[src/design/pge_pkg.sv]
// Shared types and constants for the polynomial gradient evaluator.
package pge_pkg;

   localparam int unsigned COORD_W = 32;
   localparam int unsigned WIDE_W  = 48;
   localparam int unsigned NIB_W   = 4;
   localparam int unsigned NVAR    = 4;

   localparam logic OP_LOAD = 1'b0;
   localparam logic OP_EVAL = 1'b1;

   typedef struct packed {
      logic               opcode;
      logic [5:0]         term_index;
      logic signed [31:0] term_coefficient;
      logic [15:0]        term_exponents;
      logic signed [31:0] coord_0;
      logic signed [31:0] coord_1;
      logic signed [31:0] coord_2;
      logic signed [31:0] coord_3;
   } req_type;

   typedef struct packed {
      logic signed [31:0] grad_0;
      logic signed [31:0] grad_1;
      logic signed [31:0] grad_2;
      logic signed [31:0] grad_3;
      logic               saturated;
   } rsp_type;

   typedef enum logic [2:0] {
      ST_IDLE,
      ST_FETCH,
      ST_SCALE,
      ST_MUL,
      ST_WAIT,
      ST_ACC,
      ST_NEXT,
      ST_DONE
   } state_type;

endpackage

[src/design/pge_mul.sv]
// Shared multiplier: wide signed value times a Q16.16 coordinate or an integer, clipped.
module pge_mul (
   input  logic                                  clock,
   input  logic                                  reset,
   input  logic                                  go,
   input  logic                                  int_mode,
   input  logic signed [pge_pkg::WIDE_W-1:0]     a,
   input  logic signed [pge_pkg::COORD_W-1:0]    x,
   output logic                                  done,
   output logic signed [pge_pkg::WIDE_W-1:0]     y,
   output logic                                  clip
);
   // operands captured on go, then low half, full sum, result in step 3
   logic [1:0]  step_ff;
   logic        neg_ff;
   logic        int_ff;
   logic [47:0] ma_ff;
   logic [31:0] mx_ff;
   logic [55:0] lo_ff;
   logic [79:0] full_ff;
   logic [55:0] hi_prod;
   logic [79:0] mag;

   always_ff @(posedge clock) begin
      if (reset) begin
         step_ff <= 2'd0;
      end else if (go) begin
         step_ff <= 2'd1;
      end else if (step_ff != 2'd0) begin
         step_ff <= step_ff + 2'd1;
      end
   end

   always_ff @(posedge clock) begin
      if (go) begin
         neg_ff <= a[47] ^ x[31];
         int_ff <= int_mode;
         ma_ff  <= a[47] ? 48'(-a) : 48'(a);
         mx_ff  <= x[31] ? 32'(-x) : 32'(x);
      end
      lo_ff   <= 56'(ma_ff[23:0]) * 56'(mx_ff);
      full_ff <= 80'(lo_ff) + (80'(hi_prod) << 24);
   end

   always_comb begin
      hi_prod = 56'(ma_ff[47:24]) * 56'(mx_ff);
      done    = (step_ff == 2'd3);
      mag     = int_ff ? full_ff : (full_ff >> 16);
      clip    = 1'b0;
      if (neg_ff) begin
         if (mag > 80'h8000_0000_0000) begin
            clip = 1'b1;
            y    = 48'sh8000_0000_0000;
         end else begin
            y = 48'(-mag);
         end
      end else begin
         if (mag > 80'h7FFF_FFFF_FFFF) begin
            clip = 1'b1;
            y    = 48'sh7FFF_FFFF_FFFF;
         end else begin
            y = 48'(mag);
         end
      end
   end
endmodule

[config.mk]
export PLATFORM = sky130hd
export DESIGN_NAME = pge_mul
export DESIGN_NICKNAME = d
export VERILOG_FILES = /design/src/design/pge_pkg.sv /design/src/design/pge_mul.sv
export SDC_FILE = /design/constraint.sdc
export NUM_CORES = 2
export LEC_CHECK = 0
export BUFFER_PORTS_ARGS = -buffer_cell sky130_fd_sc_hd__buf_2
export CAP_MARGIN = 5
export CELL_PAD_IN_SITES_DETAIL_PLACEMENT = 0
export CELL_PAD_IN_SITES_GLOBAL_PLACEMENT = 1
export CORE_MARGIN = 10
export CORE_UTILIZATION = 35
export DETAILED_ROUTE_END_ITERATION = 8
export GPL_TIMING_DRIVEN = 0
export PLACE_DENSITY = 0.65
export SYNTH_ARGS = -nofsm -noshare
export SYNTH_HDL_FRONTEND = slang
export SYNTH_SLANG_ARGS = --single-unit
[constraint.sdc]
create_clock -name clock -period 10.6 [get_ports clock]
set_input_delay 0.53 -clock clock [delete_from_list [all_inputs] [get_ports clock]]
set_output_delay 0.53 -clock clock [all_outputs]
set_load 0.05 [all_outputs]
==> run_results.csv <==
group,metric,value,unit
route,drc,0,
global_routing,grt_max_degree,64,
route,wl_per_cell,26.6,microns
synth,synth_area_leaders,"fa_1, inv_1, ha_1",
layout,num-nets-final,8747,
clocking,h-tree-depth,1,
route,finalWirelength,247,mm
floorplanning,pin_count,134,
setup_path,r2r_end,"lo_ff[52]$_DFF_P_",
global_routing,grt_pass1_wl,355,mm
synth,synth_warnings,0,
synth,synth.net_count,8579,
sta,slew_headroom,-4.82,%
place,dpl.cell_count,9223,
route,viasPerCell,5.20,
setup_path,cp_max_fo,15,
synth,synthFlopType,"dfxtp_1",
synth,synth_most_common_cell,"inv_1",
sta,finalCritPeriodShare,97.5,%
floorplanning,rows,152,
floorplanning,dieHeight,435,microns
setup_path,worstSetupStartpointType,"flop",
route,vias,48300,
clocking,cts-root-buf,"clkbuf_16",
synth,synthArstFlopShare,0,%
place,dpl_worst_slack,-1420,ps
synth,synthTopCellsByCount,"inv_1, fa_1, nand2_1, and2_1, ha_1",
sta,fmax,96.8,MHz
floorplanning,floorplan.initialDensity,35.2,%
floorplanning,coreArea,172000,sq um
synth,yosysTopAreaCell,"fa_1",
synth,yosysSeqAreaShare,8.66,%
outcome,status,"finished with violations",
global_routing,grt_overflow,0,
synth,synthCells,6777,
clocking,clkSinkCount,220,
place,gp_congestion,0.987,
min_path,worstHoldPathCells,2,
clocking,path_clk_slew,60,ps
sta,rsz0062_at_grt,"yes",
synth,syn_avg_cell_area,8.90,sq um
layout,stdcell_count,9287,
min_path,hold_path_end,"step_ff[1]$_SDFFE_PP0P_",
clocking,numCtsBuffers,28,
route,first_iter_violations,4555,
global_routing,grt_pass1_vias,49800,
synth,synth_edf_count,82,
synth,synth.distinct_cells,78,
sta,clock_skew,30.2,ps
clocking,cts_tree,"built",
layout,final_layout_size_suffix_gt1_share,4.45,%
sta,fin_ws,270,ps
sta,worst_pin_slew,1570,ps
setup_path,r2r-start,"mx_ff[14]$_DFFE_PP_",
min_path,hold_path_class,"in2reg",
route,drtAntennaViolNets,0,
setup_path,crit_type,"reg2reg",
route,first_pass_iters,6,
setup_path,reg2reg_slack,270,ps
sta,final_max_slew_viol_count,11,
sta,hold_viol_final,0,
clocking,cts_hold_buf,0,
layout,area_growth,7.96,%
job,max_cap_violations,2,
setup_path,worstPathArrival,10780,ps
sta,period_minus_slack,10330,ps
global_routing,antenna_found_initial,49,
setup_path,worstPathRequired,11050,ps
place,port-buffer-count,133,
sta,setup_viol,0,
synth,yosys.area.top_type_share,43.7,%
clocking,clkLatencyLatePin,650,ps
clocking,clock_path_buffers,3,
sta,holdWs,52.9,ps
global_routing,grt_usage,25.6,%
setup_path,reg2reg_depth,26,
floorplanning,dieArea,189000,sq um
place,dp_hpwl,208,mm
setup_path,end_kind,"flop",
min_path,hp-start,"reset",
outcome,violations,"capacitance limit, slew limit",
synth,ys_seq_elements,220,
floorplanning,fp.dieW,435,microns
synth,syn_area,60300,sq um
==> layout by cell type (no fill, tap or decap), drive strengths merged, types with 24 or more instances in the layout <==
cell	count
xor2	51
o21bai	25
a21o	58
clkbuf	372
fa	1317
and2	678
nor3	60
inv	1442
o31ai	32
o21ai	140
nand2b	32
mux2i	36
xnor2	177
buf	161
mux2	24
ha	401
edfxtp	82
dfxtp	138
nand2	1044
nand4	29
nand3	44
a22oi	26
nor2	133
a21oi	175
==> metrics by stage <==
stage	cell area [sq um]	TNS, ps	util (%)
3_5_place_dp	63900	-21020	37.3
4_1_cts	65000	0	37.9
6_report	65100	0	38.0
5_1_grt	65100	-97.6	37.9
2_1_floorplan	60300	0	-
3_3_place_gp	63900	-19610	37.2
==> metal layers <==
layer / up-vias / global-route usage [%] / wire length, microns
met5: - / 0.529 / 244
met4: 20 / 11.7 / 13600
met3: 484 / 6.51 / 26800
met2: 2427 / 38.8 / 106000
met1: 24600 / 34.2 / 101000
li1: 20700 / - / -
==> repair_timing <==
item	in CTS	in global routing
pin swaps	0	2
endpoints found under the setup margin	24	20
endpoints found under the hold margin	0	0
buffers inserted	0	6
resized for setup	45	48
==> sequential cells by signal (all words and copies together), names as in the netlist <==
register and flops:
neg_ff 1, step_ff 2, mx_ff 32, ma_ff 48
lo_ff 56, int_ff 1, full_ff 80
==> layout make-up <==
type	instances	area [sq um]
timing repair buffer	142	771
buffer	363	1490
clock inverter	19	233
antenna	10	25.0
multi-input combinational	4752	48300
tap	2310	2890
clock buffer	33	749
sequential	220	5230
fill	17800	106000
inverter	1438	5400
==> kinds of logic (layout without fill, tap and decap cells) <==
family | count (synthesis) | in the layout | share of synthesized area, %
AO/OA/AOI/OAI | 596 | 596 | 6.26
flip-flops | 220 | 220 | 8.66
XOR/XNOR | 228 | 228 | 3.31
AND/OR/NAND/NOR | 2150 | 2150 | 17.4
buffers and inverters | 1805 | 1995 | 11.3
other | 0 | 10 | 0
multiplexers | 60 | 60 | 1.05
adder cells (fa/ha/maj) | 1718 | 1718 | 52.0
==> how the worst max path moves through the flow <==
stage,from,end,slack [ps],cells after the start
6_report,mx_ff[14]$_DFFE_PP_,lo_ff[52]$_DFF_P_,270,26
3_3_place_gp,mx_ff[11]$_DFFE_PP_,full_ff[74]$_DFF_P_,-1370,33
2_1_floorplan,mx_ff[4]$_DFFE_PP_,full_ff[75]$_DFF_P_,2050,36
4_1_cts,mx_ff[13]$_DFFE_PP_,full_ff[79]$_DFF_P_,20,32
3_5_place_dp,mx_ff[11]$_DFFE_PP_,full_ff[74]$_DFF_P_,-1420,34
5_1_grt,mx_ff[11]$_DFFE_PP_,full_ff[75]$_DFF_P_,-50,36
==> critical path, cell delays in order (launching register included) <==
cell and delay, ps:
edfxtp_1 480, clkbuf_1 630, buf_8 300, clkbuf_1 660
nand2_1 210, fa_1 580, inv_1 50, fa_1 470
fa_1 600, fa_1 480, fa_1 580, inv_1 60
fa_1 520, inv_1 60, fa_1 440, ha_1 440
nand2_1 90, a21oi_1 230, o22ai_1 220, a31oi_1 470
a311o_1 330, nand3_1 130, a211oi_1 740, o22ai_1 290
nor3_1 260, a311oi_1 150, xnor2_1 640
Power is left out: the tool's default activity adds up to more than one toggle a clock period on the data nets, which glitch-free logic cannot reach.
